==> src/fscl_pkg.sv <==
package fscl_pkg;

  localparam int CFG_IDX_W  = 3;
  localparam int CFG_DATA_W = 24;
  localparam int TICK_W     = 24;

  // Configuration register indexes.
  localparam logic [CFG_IDX_W-1:0] REG_PROG_HIGH_TICKS  = 3'd0;
  localparam logic [CFG_IDX_W-1:0] REG_PROG_LOW_TICKS   = 3'd1;
  localparam logic [CFG_IDX_W-1:0] REG_INIT_LOW_LIMIT   = 3'd2;
  localparam logic [CFG_IDX_W-1:0] REG_INIT_HIGH_LIMIT  = 3'd3;
  localparam logic [CFG_IDX_W-1:0] REG_DONE_CLOCK_LIMIT = 3'd4;

  // Register defaults after reset.
  localparam logic [7:0]  PROG_HIGH_TICKS_RST  = 8'd10;
  localparam logic [7:0]  PROG_LOW_TICKS_RST   = 8'd5;
  localparam logic [15:0] INIT_LOW_LIMIT_RST   = 16'd200;
  localparam logic [23:0] INIT_HIGH_LIMIT_RST  = 24'hFFFFFF;
  localparam logic [7:0]  DONE_CLOCK_LIMIT_RST = 8'd50;

  typedef enum logic [3:0] {
    PH_IDLE  = 4'd0,
    PH_PHIGH = 4'd1,
    PH_PLOWA = 4'd2,
    PH_WLOW  = 4'd3,
    PH_PLOWB = 4'd4,
    PH_WHIGH = 4'd5,
    PH_LOAD  = 4'd6,
    PH_SEND  = 4'd7,
    PH_DONE  = 4'd8
  } phase_t;

  typedef enum logic [2:0] {
    ST_IDLE   = 3'd0,
    ST_RUN    = 3'd1,
    ST_OK     = 3'd2,
    ST_TOLOW  = 3'd3,
    ST_TOHIGH = 3'd4,
    ST_TODONE = 3'd5
  } status_t;

  typedef struct packed {
    logic       start_req;
    logic       init_level;
    logic       done_level;
    logic       byte_valid;
    logic [7:0] byte_data;
    logic       byte_last;
  } in_t;

  typedef struct packed {
    logic       clk_out;
    logic       data_out;
    logic       prog_out;
    logic       byte_taken;
    logic       busy_res;
    logic [2:0] status;
  } out_t;

endpackage

==> src/fpga_serial_config_loader.sv <==
// Channel   Direction  Handshake            Beat content
// in_       input      in_valid/in_ready    one tick: start, init, done, offered byte
// out_      output     out_valid/out_ready  pin levels, byte_taken, busy, status
// cfg_      input      cfg_valid/cfg_ready  register index and write data
//
// Every input beat is one tick of the engine and yields exactly one result beat.
// A beat is accepted while the result register is empty or being taken; its result is
// visible in the next cycle, via the single state update pass into the result register.
// Reset (rst_n, synchronous, active low) restores the register defaults, an idle
// engine with clk 0, data 0, prog 1, and an empty result register.
// A stalled result holds, and the input accepts again as soon as it is taken.
module fpga_serial_config_loader (
  input  logic                                clk,
  input  logic                                rst_n,
  input  logic                                in_valid,
  output logic                                in_ready,
  input  fscl_pkg::in_t                       in_data,
  output logic                                out_valid,
  input  logic                                out_ready,
  output fscl_pkg::out_t                      out_data,
  input  logic                                cfg_valid,
  output logic                                cfg_ready,
  input  logic [fscl_pkg::CFG_IDX_W-1:0]      cfg_index,
  input  logic [fscl_pkg::CFG_DATA_W-1:0]     cfg_data
);

  localparam int TW = fscl_pkg::TICK_W;

  // Configuration registers.
  logic [7:0]  prog_high_ticks_r;
  logic [7:0]  prog_low_ticks_r;
  logic [15:0] init_low_limit_r;
  logic [23:0] init_high_limit_r;
  logic [7:0]  done_clock_limit_r;

  // Engine state and current pin levels.
  fscl_pkg::phase_t  phase_r, phase_nxt;
  logic [TW-1:0]     tick_r, tick_nxt;
  logic [7:0]        shift_r, shift_nxt;
  logic [2:0]        bit_idx_r, bit_idx_nxt;
  logic              half_r, half_nxt;
  logic              final_r, final_nxt;
  fscl_pkg::status_t code_r, code_nxt;
  logic              pin_clk_r, pin_clk_nxt;
  logic              pin_data_r, pin_data_nxt;
  logic              pin_prog_r, pin_prog_nxt;
  logic              taken;

  // Result register.
  logic           out_valid_r;
  fscl_pkg::out_t out_r;
  fscl_pkg::out_t out_nxt;

  logic          in_fire;
  logic [TW-1:0] tick_inc;

  assign cfg_ready = 1'b1;
  assign in_ready  = !out_valid_r || out_ready;
  assign in_fire   = in_valid && in_ready;
  assign out_valid = out_valid_r;
  assign out_data  = out_r;
  assign tick_inc  = tick_r + TW'(1);

  // Configuration writes; an index past the register list is dropped.
  always_ff @(posedge clk) begin
    if (!rst_n) begin
      prog_high_ticks_r  <= fscl_pkg::PROG_HIGH_TICKS_RST;
      prog_low_ticks_r   <= fscl_pkg::PROG_LOW_TICKS_RST;
      init_low_limit_r   <= fscl_pkg::INIT_LOW_LIMIT_RST;
      init_high_limit_r  <= fscl_pkg::INIT_HIGH_LIMIT_RST;
      done_clock_limit_r <= fscl_pkg::DONE_CLOCK_LIMIT_RST;
    end else if (cfg_valid && cfg_ready) begin
      case (cfg_index)
        fscl_pkg::REG_PROG_HIGH_TICKS:  prog_high_ticks_r  <= cfg_data[7:0];
        fscl_pkg::REG_PROG_LOW_TICKS:   prog_low_ticks_r   <= cfg_data[7:0];
        fscl_pkg::REG_INIT_LOW_LIMIT:   init_low_limit_r   <= cfg_data[15:0];
        fscl_pkg::REG_INIT_HIGH_LIMIT:  init_high_limit_r  <= cfg_data[23:0];
        fscl_pkg::REG_DONE_CLOCK_LIMIT: done_clock_limit_r <= cfg_data[7:0];
        default: begin
        end
      endcase
    end
  end

  // One tick of the sequencer. Every register holds unless the phase drives it.
  always_comb begin
    phase_nxt    = phase_r;
    tick_nxt     = tick_r;
    shift_nxt    = shift_r;
    bit_idx_nxt  = bit_idx_r;
    half_nxt     = half_r;
    final_nxt    = final_r;
    code_nxt     = code_r;
    pin_clk_nxt  = pin_clk_r;
    pin_data_nxt = pin_data_r;
    pin_prog_nxt = pin_prog_r;
    taken        = 1'b0;

    unique case (phase_r)
      fscl_pkg::PH_PHIGH: begin
        // Prog stays high until the tick count reaches the programmed value, then drops.
        if (tick_r >= {16'd0, prog_high_ticks_r}) begin
          phase_nxt    = fscl_pkg::PH_PLOWA;
          tick_nxt     = '0;
          pin_prog_nxt = 1'b0;
        end else begin
          tick_nxt = tick_inc;
        end
      end
      fscl_pkg::PH_PLOWA: begin
        if (tick_r >= {16'd0, prog_low_ticks_r}) begin
          phase_nxt = fscl_pkg::PH_WLOW;
          tick_nxt  = '0;
        end else begin
          tick_nxt = tick_inc;
        end
      end
      fscl_pkg::PH_WLOW: begin
        // Wait for init to fall; running out of samples releases prog and fails.
        if (tick_r < {8'd0, init_low_limit_r} && !in_data.init_level) begin
          phase_nxt = fscl_pkg::PH_PLOWB;
          tick_nxt  = '0;
        end else if (tick_inc >= {8'd0, init_low_limit_r}) begin
          pin_prog_nxt = 1'b1;
          phase_nxt    = fscl_pkg::PH_IDLE;
          code_nxt     = fscl_pkg::ST_TOLOW;
          tick_nxt     = '0;
          half_nxt     = 1'b0;
        end else begin
          tick_nxt = tick_inc;
        end
      end
      fscl_pkg::PH_PLOWB: begin
        if (tick_r >= {16'd0, prog_low_ticks_r}) begin
          phase_nxt    = fscl_pkg::PH_WHIGH;
          tick_nxt     = '0;
          pin_prog_nxt = 1'b1;
        end else begin
          tick_nxt = tick_inc;
        end
      end
      fscl_pkg::PH_WHIGH: begin
        // The count wraps at its full width before the limit compare.
        if (tick_r < init_high_limit_r && in_data.init_level) begin
          phase_nxt = fscl_pkg::PH_LOAD;
          tick_nxt  = '0;
        end else if (tick_inc >= init_high_limit_r) begin
          phase_nxt = fscl_pkg::PH_IDLE;
          code_nxt  = fscl_pkg::ST_TOHIGH;
          tick_nxt  = '0;
          half_nxt  = 1'b0;
        end else begin
          tick_nxt = tick_inc;
        end
      end
      fscl_pkg::PH_LOAD: begin
        // Take the offered byte and present its first bit with the clock low.
        if (in_data.byte_valid) begin
          taken        = 1'b1;
          shift_nxt    = in_data.byte_data;
          final_nxt    = in_data.byte_last;
          bit_idx_nxt  = '0;
          pin_clk_nxt  = 1'b0;
          pin_data_nxt = in_data.byte_data[7];
          half_nxt     = 1'b1;
          phase_nxt    = fscl_pkg::PH_SEND;
        end
      end
      fscl_pkg::PH_SEND: begin
        if (half_r) begin
          pin_clk_nxt = 1'b1;
          shift_nxt   = {shift_r[6:0], 1'b0};
          half_nxt    = 1'b0;
          if (bit_idx_r == 3'd7) begin
            bit_idx_nxt = '0;
            if (final_r) begin
              phase_nxt = fscl_pkg::PH_DONE;
              tick_nxt  = '0;
            end else begin
              phase_nxt = fscl_pkg::PH_LOAD;
            end
          end else begin
            bit_idx_nxt = bit_idx_r + 3'd1;
          end
        end else begin
          pin_clk_nxt  = 1'b0;
          pin_data_nxt = shift_r[7];
          half_nxt     = 1'b1;
        end
      end
      fscl_pkg::PH_DONE: begin
        // Extra clocks until done rises or the clock budget is spent.
        if (half_r) begin
          pin_clk_nxt = 1'b1;
          tick_nxt    = tick_inc;
          half_nxt    = 1'b0;
        end else if (in_data.done_level || tick_r >= {16'd0, done_clock_limit_r}) begin
          pin_clk_nxt  = 1'b0;
          pin_data_nxt = 1'b1;
          phase_nxt    = fscl_pkg::PH_IDLE;
          code_nxt     = in_data.done_level ? fscl_pkg::ST_OK : fscl_pkg::ST_TODONE;
          tick_nxt     = '0;
          half_nxt     = 1'b0;
        end else begin
          pin_clk_nxt = 1'b0;
          half_nxt    = 1'b1;
        end
      end
      default: begin
        // Idle; any code outside the phase list behaves as idle too.
        phase_nxt = fscl_pkg::PH_IDLE;
        if (in_data.start_req) begin
          phase_nxt    = fscl_pkg::PH_PHIGH;
          tick_nxt     = '0;
          half_nxt     = 1'b0;
          bit_idx_nxt  = '0;
          code_nxt     = fscl_pkg::ST_RUN;
          pin_clk_nxt  = 1'b0;
          pin_prog_nxt = 1'b1;
        end
      end
    endcase

    out_nxt.clk_out    = pin_clk_nxt;
    out_nxt.data_out   = pin_data_nxt;
    out_nxt.prog_out   = pin_prog_nxt;
    out_nxt.byte_taken = taken;
    out_nxt.busy_res   = (phase_nxt != fscl_pkg::PH_IDLE);
    out_nxt.status     = code_nxt;
  end

  // State advances only on an accepted beat.
  always_ff @(posedge clk) begin
    if (!rst_n) begin
      phase_r    <= fscl_pkg::PH_IDLE;
      tick_r     <= '0;
      shift_r    <= '0;
      bit_idx_r  <= '0;
      half_r     <= 1'b0;
      final_r    <= 1'b0;
      code_r     <= fscl_pkg::ST_IDLE;
      pin_clk_r  <= 1'b0;
      pin_data_r <= 1'b0;
      pin_prog_r <= 1'b1;
    end else if (in_fire) begin
      phase_r    <= phase_nxt;
      tick_r     <= tick_nxt;
      shift_r    <= shift_nxt;
      bit_idx_r  <= bit_idx_nxt;
      half_r     <= half_nxt;
      final_r    <= final_nxt;
      code_r     <= code_nxt;
      pin_clk_r  <= pin_clk_nxt;
      pin_data_r <= pin_data_nxt;
      pin_prog_r <= pin_prog_nxt;
    end
  end

  // The result register accepts a new beat whenever its last one has been taken.
  always_ff @(posedge clk) begin
    if (!rst_n) begin
      out_valid_r <= 1'b0;
    end else if (in_fire) begin
      out_valid_r <= 1'b1;
    end else if (out_ready) begin
      out_valid_r <= 1'b0;
    end
  end

  always_ff @(posedge clk) begin
    if (in_fire) begin
      out_r <= out_nxt;
    end
  end

endmodule

==> config.mk <==
export PLATFORM = sky130hd
export DESIGN_NAME = fpga_serial_config_loader
export DESIGN_NICKNAME = d
export VERILOG_FILES = /design/src/fscl_pkg.sv /design/src/fpga_serial_config_loader.sv
export SDC_FILE = /design/constraint.sdc
export NUM_CORES = 1
export LEC_CHECK = 0
export BUFFER_PORTS_ARGS = -buffer_cell sky130_fd_sc_hd__buf_4
export CORE_UTILIZATION = 60
export DETAILED_ROUTE_END_ITERATION = 10
export GPL_TIMING_DRIVEN = 1
export PLACE_DENSITY = 0.86
export SYNTH_ARGS = -nofsm -noshare
export SYNTH_HDL_FRONTEND = slang
export SYNTH_SLANG_ARGS = --single-unit
==> constraint.sdc <==
create_clock -name clk -period 9.8 [get_ports clk]
set_clock_uncertainty 0.2 [all_clocks]
set_input_delay 1.96 -clock clk [delete_from_list [all_inputs] [get_ports clk]]
set_output_delay 1.96 -clock clk [all_outputs]
set_load 0.02 [all_outputs]
==> out/metrics.yaml, run 1 <==
layout_min_cycle_time_ns: 5.58
synth-edff-count: 8
grt_max_degree: 92
io_buffers: 54
die_x_um: 119
drtIter0Drc: 734
overflow: 0
final_common_cell: "nand2_1"
place_inst: 1218
finalSetupViolations: 0
end_kind: "register"
vdd_drop_max_mv: 0.119
synth_ff_type: "dfxtp_1"
clock_path_buffers: 2
cellPowerDensity_nw_per_um2: 137
critPathKind: "reg -> reg"
insertedDiodeCount: 0
holdWs_ns: 0.266
rsz0062_at_grt: "false"
wl_um: 21900
vias: 7728
die_y_um: 119
hpwl_um: 15500
crit_path_start_kind: "register"
cts_setup_buffers: 0
reg2regPathDepth: 15
fillers: 1092
io_pins: 56
finalSetupTns_ns: 0
final_cells: 1249
path_clk_slew_ns: 0.05
syn_nets: 1184
clock_latency_ns: 0.43
p_int_w: 0.000946
ant_nets: 0
antenna_found_initial: 0
rows: 42
seqPwrFrac: 0.409
holdBufCountCts: 0
clock-root-buffer: "clkbuf_16"
critPathMaxFanout: 15
synthCells: 1033
drc: 0
worst_ep_arrival_time_ns: 5.65
drive_gt1_frac: 0.105
synth_warnings: 0
htreeDepth: 4
slew_headroom: 0.375
power_frac_clock: 0.480
cts_num_sinks: 120
synth-async-reset-ratio: 0
final_cell_mix: "198 x nand2_1, 112 x dfxtp_1, 106 x ha_1"
r2r-end: "tick_r[4]"
hold_depth: 2
layout.nets: 1212
synth-seq-cells: 120
swShare: 0.257
avgSynthCellArea_um2: 7.99
gp_congestion: 0.920
hold_class: "reg -> reg"
drv_cap: 0
netlist_area_um2: 8250
hold_viol_final: 0
cts_buffers: 17
maxSlewViolCount: 0
worstHoldStart: "prog_low_ticks_r[4]"
cts_tree: "built"
grt_pass1_vias: 7251
r2r_setup_slack_ns: 4.22
status: "complete, no violations"
area_growth_pct: 12.3
grt_usage: 0.318
power_switching_w: 0.000327
ys_seq_area_frac: 0.301
worstReg2RegStart: "tick_r[1]"
wire_per_inst_um: 17.6
drt_pass1_iterations: 5
crit_required_ns: 9.88
max_freq_mhz: 179
hold_end: "prog_low_ticks_r[4]"
cts.repair.resized: 0
power_leakage_nw: 4.31
worstMarginPinSlew_ns: 0.938
via_per_inst: 6.19
timing.final.crit_share: 0.569
core_um2: 13300
grt_pass1_wl_um: 35900
pwr-share-comb: 0.111
synth.distinct_cells: 73
initial_core_util: 0.618
dieArea_um2: 14200
[cells in the mapped netlist, types with 9 or more instances]
| library cell | count | share of area |
|---|---|---|
| nand2_1 | 198 | 0.090 |
| dfxtp_1 | 112 | 0.27 |
| ha_1 | 106 | 0.16 |
| inv_1 | 80 | 0.036 |
| clkbuf_1 | 43 | 0.020 |
| nor2_1 | 43 | 0.020 |
| o211ai_1 | 40 | 0.036 |
| o21ai_0 | 38 | 0.023 |
| a21boi_0 | 37 | 0.034 |
| nand3_1 | 36 | 0.022 |
| a21oi_1 | 32 | 0.019 |
| a21o_1 | 20 | 0.018 |
| nand4_1 | 16 | 0.012 |
| nand2b_1 | 14 | 0.011 |
| nor3_1 | 13 | 0.0079 |
| a211oi_1 | 11 | 0.010 |
| nor2b_1 | 11 | 0.0083 |
| nor4_1 | 11 | 0.0083 |
| o211a_1 | 11 | 0.013 |
| xnor2_1 | 11 | 0.012 |
| and3_1 | 10 | 0.0076 |
| o21ai_2 | 10 | 0.011 |
| or2_2 | 10 | 0.0076 |
| and2_1 | 9 | 0.0068 |
[final cells by class]
type	count	area, um^2	share of cell area
sequential	120	2480	0.268
inverter	82	308	0.0332
multi-input combinational	784	5270	0.569
clock buffer	22	464	0.0501
tap	176	220	0.0238
clock inverter	9	101	0.0109
timing repair buffer	56	420	0.0454
[worst max-delay path by stage]
| stage | from | end | slack, ns | cells past startpoint |
|---|---|---|---|---|
| finish | tick_r[1] | tick_r[4] | 4.22 | 15 |
| global route | tick_r[1] | tick_r[7] | 3.89 | 15 |
| CTS | tick_r[1] | tick_r[4] | 4.35 | 15 |
| detailed placement | tick_r[1] | tick_r[23] | 4.34 | 15 |
| global placement | tick_r[1] | tick_r[23] | 4.53 | 15 |
| floorplan | tick_r[1] | out_data[3] | 5.16 | 15 |
[metal layers]
layer / vias to the layer above / part of all wire / wire, um / track usage
met2: 314 / 0.47 / 10300 / 0.525
met4: 0 / 0.031 / 689 / 0.117
li1: 3748 / - / - / -
met3: 65 / 0.063 / 1380 / 0.0728
met5: - / 0 / 0 / 0
met1: 3601 / 0.44 / 9580 / 0.402
[flip-flops by register name, indices dropped and copies added, names as in the netlist]
register / count
prog_low_ticks_r: 8
code_r: 3
done_clock_limit_r: 8
pin_prog_r: 1
tick_r: 24
bit_idx_r: 3
out_valid: 1
pin_clk_r: 1
half_r: 1
prog_high_ticks_r: 8
out_data: 8
phase_r: 4
pin_data_r: 1
final_r: 1
init_high_limit_r: 24
init_low_limit_r: 16
shift_r: 8
[power by group through the flow]
stage	clock [W]	sequential, W	combinational, W
after global routing	0.000638	0.000522	0.000154
after global placement	0	0.000529	0.000133
after floorplan	0	0.000527	0.0000923
after CTS	0.000613	0.000520	0.000139
after detailed placement	0	0.000530	0.000136
final	0.000610	0.000520	0.000141
[logic make-up (layout without fill, tap and decap cells)]
kind of cell / after synthesis / after routing / share of synthesized area
AO/OA/AOI/OAI: 265 / 265 / 0.233
other: 1 / 1 / 0.000455
adder cells (fa/ha/maj): 107 / 107 / 0.162
buffers and inverters: 129 / 169 / 0.0602
multiplexers: 2 / 2 / 0.00243
flip-flops: 120 / 120 / 0.301
XOR/XNOR: 19 / 19 / 0.0202
AND/OR/NAND/NOR: 390 / 390 / 0.221
[critical path, stage by stage, from the launching register on]
cell and delay, ns:
dfxtp_1 0.52, ha_1 0.34, inv_1 0.06, or4_1 0.68, or2_2 0.38, and2_1 0.17
or2_2 0.29, ha_1 0.29, nand4_1 0.10, nor4_1 0.45, a221oi_1 0.16, o31a_1 0.14
a41o_1 0.28, a311o_1 0.41, nor2_2 0.73, o21ai_0 0.20
[through the flow]
step | power, W | setup WS (ns) | cell area [um^2] | util
6_report | 0.00127 | 4.22 | 9270 | 0.694
5_1_grt | 0.00131 | 3.89 | 9270 | 0.694
4_1_cts | 0.00127 | 4.35 | 9270 | 0.694
3_5_place_dp | 0.000667 | 4.34 | 8700 | 0.652
3_3_place_gp | 0.000663 | 4.53 | 8700 | 0.652
2_1_floorplan | 0.000620 | 5.16 | 8250 | -
Power figures use the tool's default switching activity.
==> run 2: changes to the inputs <==
Clock period 9.8 ns to 5.3 ns, I/O delays scaled along.
==> out/metrics.yaml, run 2 (synthesized netlist as in run 1, its figures left out) <==
maxSlewViolCount: 0  # unchanged
rsz0062_at_grt: "false"
worstHoldStart: "init_low_limit_r[5]"
dieArea_um2: 14200  # unchanged
via_per_inst: 6.13  # -1.0%
overflow: 0  # unchanged
hold_viol_final: 0  # unchanged
vdd_drop_max_mv: 0.229  # +93%
holdBufCountCts: 0  # unchanged
grt_pass1_vias: 7256  # +0.069%
drt_pass1_iterations: 6  # +1
critPathKind: "reg -> reg"
core_um2: 13300  # unchanged
ant_nets: 0  # unchanged
area_growth_pct: 14.0
clock-root-buffer: "clkbuf_16"
hold_class: "reg -> reg"
drv_cap: 0  # unchanged
top_layer: "met4"
cts_num_sinks: 120  # unchanged
path_clk_slew_ns: 0.06  # about the same
htreeDepth: 4  # unchanged
io_pins: 56  # unchanged
top_regs: "init_high_limit_r: 24 flops, tick_r: 24 flops, init_low_limit_r: 16 flops"
layout.nets: 1223  # +0.91%
drive_gt1_frac: 0.118  # +0.0127
wire_per_inst_um: 17.4  # -1.1%
worstReg2RegStart: "tick_r[1]"
finalSetupViolations: 0  # unchanged
final_common_cell: "nand2_1"
gp_congestion: 0.977  # +6.2%
grt_max_degree: 91  # -1.1%
worst_ep_arrival_time_ns: 5.20  # -0.45 ns
critPathMaxFanout: 9  # -6
cts_setup_buffers: 0  # unchanged
crit_required_ns: 5.40  # -4.48 ns
final_cell_mix: "198 x nand2_1, 112 x dfxtp_1, 106 x ha_1"
grt_pass1_wl_um: 35800  # -0.15%
m1WireLength_um: 9460  # -1.3%
grt_usage: 0.318  # +0.000374
wl_met3_um: 1440  # +4.8%
power.total_w: 0.00241  # +89%
cts.repair.resized: 0  # unchanged
insertedDiodeCount: 0  # unchanged
startpoint: "tick_r[1]"
slew_headroom: 0.374  # -0.00102
hpwl_um: 15600  # +0.48%
layout_min_cycle_time_ns: 5.10  # -0.474 ns
cts_buffers: 17  # unchanged
io_buffers: 54  # unchanged
antenna_found_initial: 0  # unchanged
finalSetupTns_ns: 0  # unchanged
worstMarginPinSlew_ns: 0.939  # +0.00153 ns
wl_um: 21900  # -0.18%
power_leakage_nw: 4.38  # +1.6%
vias: 7724  # -0.052%
drc: 0  # unchanged
rows: 42  # unchanged
die_x_um: 119  # unchanged
end_kind: "register"
max_freq_mhz: 196  # +9.3%
clock_path_buffers: 2  # unchanged
cts_tree: "built"
place_inst: 1229  # +0.90%
timing.final.crit_share: 0.963  # +0.394
clock_latency_ns: 0.42  # about the same
status: "complete, no violations"
crit_path_start_kind: "register"
cellPowerDensity_nw_per_um2: 256  # +87%
initial_core_util: 0.618  # unchanged
met2_length_um: 10300  # +0.39%
drtIter0Drc: 678  # -7.6%
die_y_um: 119  # unchanged
final_cells: 1261  # +0.96%
==> run 2: cell type report <==
type                       count  area (um^2)
multi-input combinational    784         5280
fill                        1073         3950
sequential                   120         2480
timing repair buffer          67          503
clock buffer                  21          492
inverter                      82          308
tap                          176          220
clock inverter                11          119
==> run 2: final timing paths <==
path	end	slack [ns]	cells after the start
setup / recovery	tick_r[0]	0.20	16
hold / removal	init_low_limit_r[5]	0.27	2
setup reg to reg	tick_r[0]	0.20	16
hold reg to reg	init_low_limit_r[5]	0.27	2
==> run 2: worst max-delay path: stages, from the launching register on <==
cell and delay [ns]:
dfxtp_1 0.52, ha_1 0.33, inv_1 0.05, or4_1 0.54
or2_2 0.33, and2_1 0.18, or2_2 0.29, ha_1 0.29
nand4_1 0.13, nor4_1 0.54, a221oi_1 0.15, o31a_1 0.14
a41o_1 0.28, a311o_1 0.34, buf_4 0.19, o21ai_1 0.33
o21ai_0 0.14
==> run 2: through the flow <==
step                      hold slack (ns)  worst slack, ns  area, um^2   util
after detailed placement            0.258            0.114        8780  0.658
after floorplan                     0.243            0.660        8250      -
final                               0.268            0.197        9400  0.704
after global routing                0.288           0.0579        9400  0.704
after CTS                           0.266           0.0307        9400  0.704
after global placement              0.252            0.252        8780  0.658
==> run 2: metal layers <==
layer / up-vias / global-route usage
li1: 3782 / -
met1: 3581 / 0.399
met2: 315 / 0.525
met3: 46 / 0.0752
met4: 0 / 0.126
met5: - / 0
==> run 2: where the power goes <==
part | internal [W] | switching, W
Clock | 0.000753 | 0.000430
Combinational | 0.000104 | 0.000160
Sequential | 0.000939 | 0.0000221
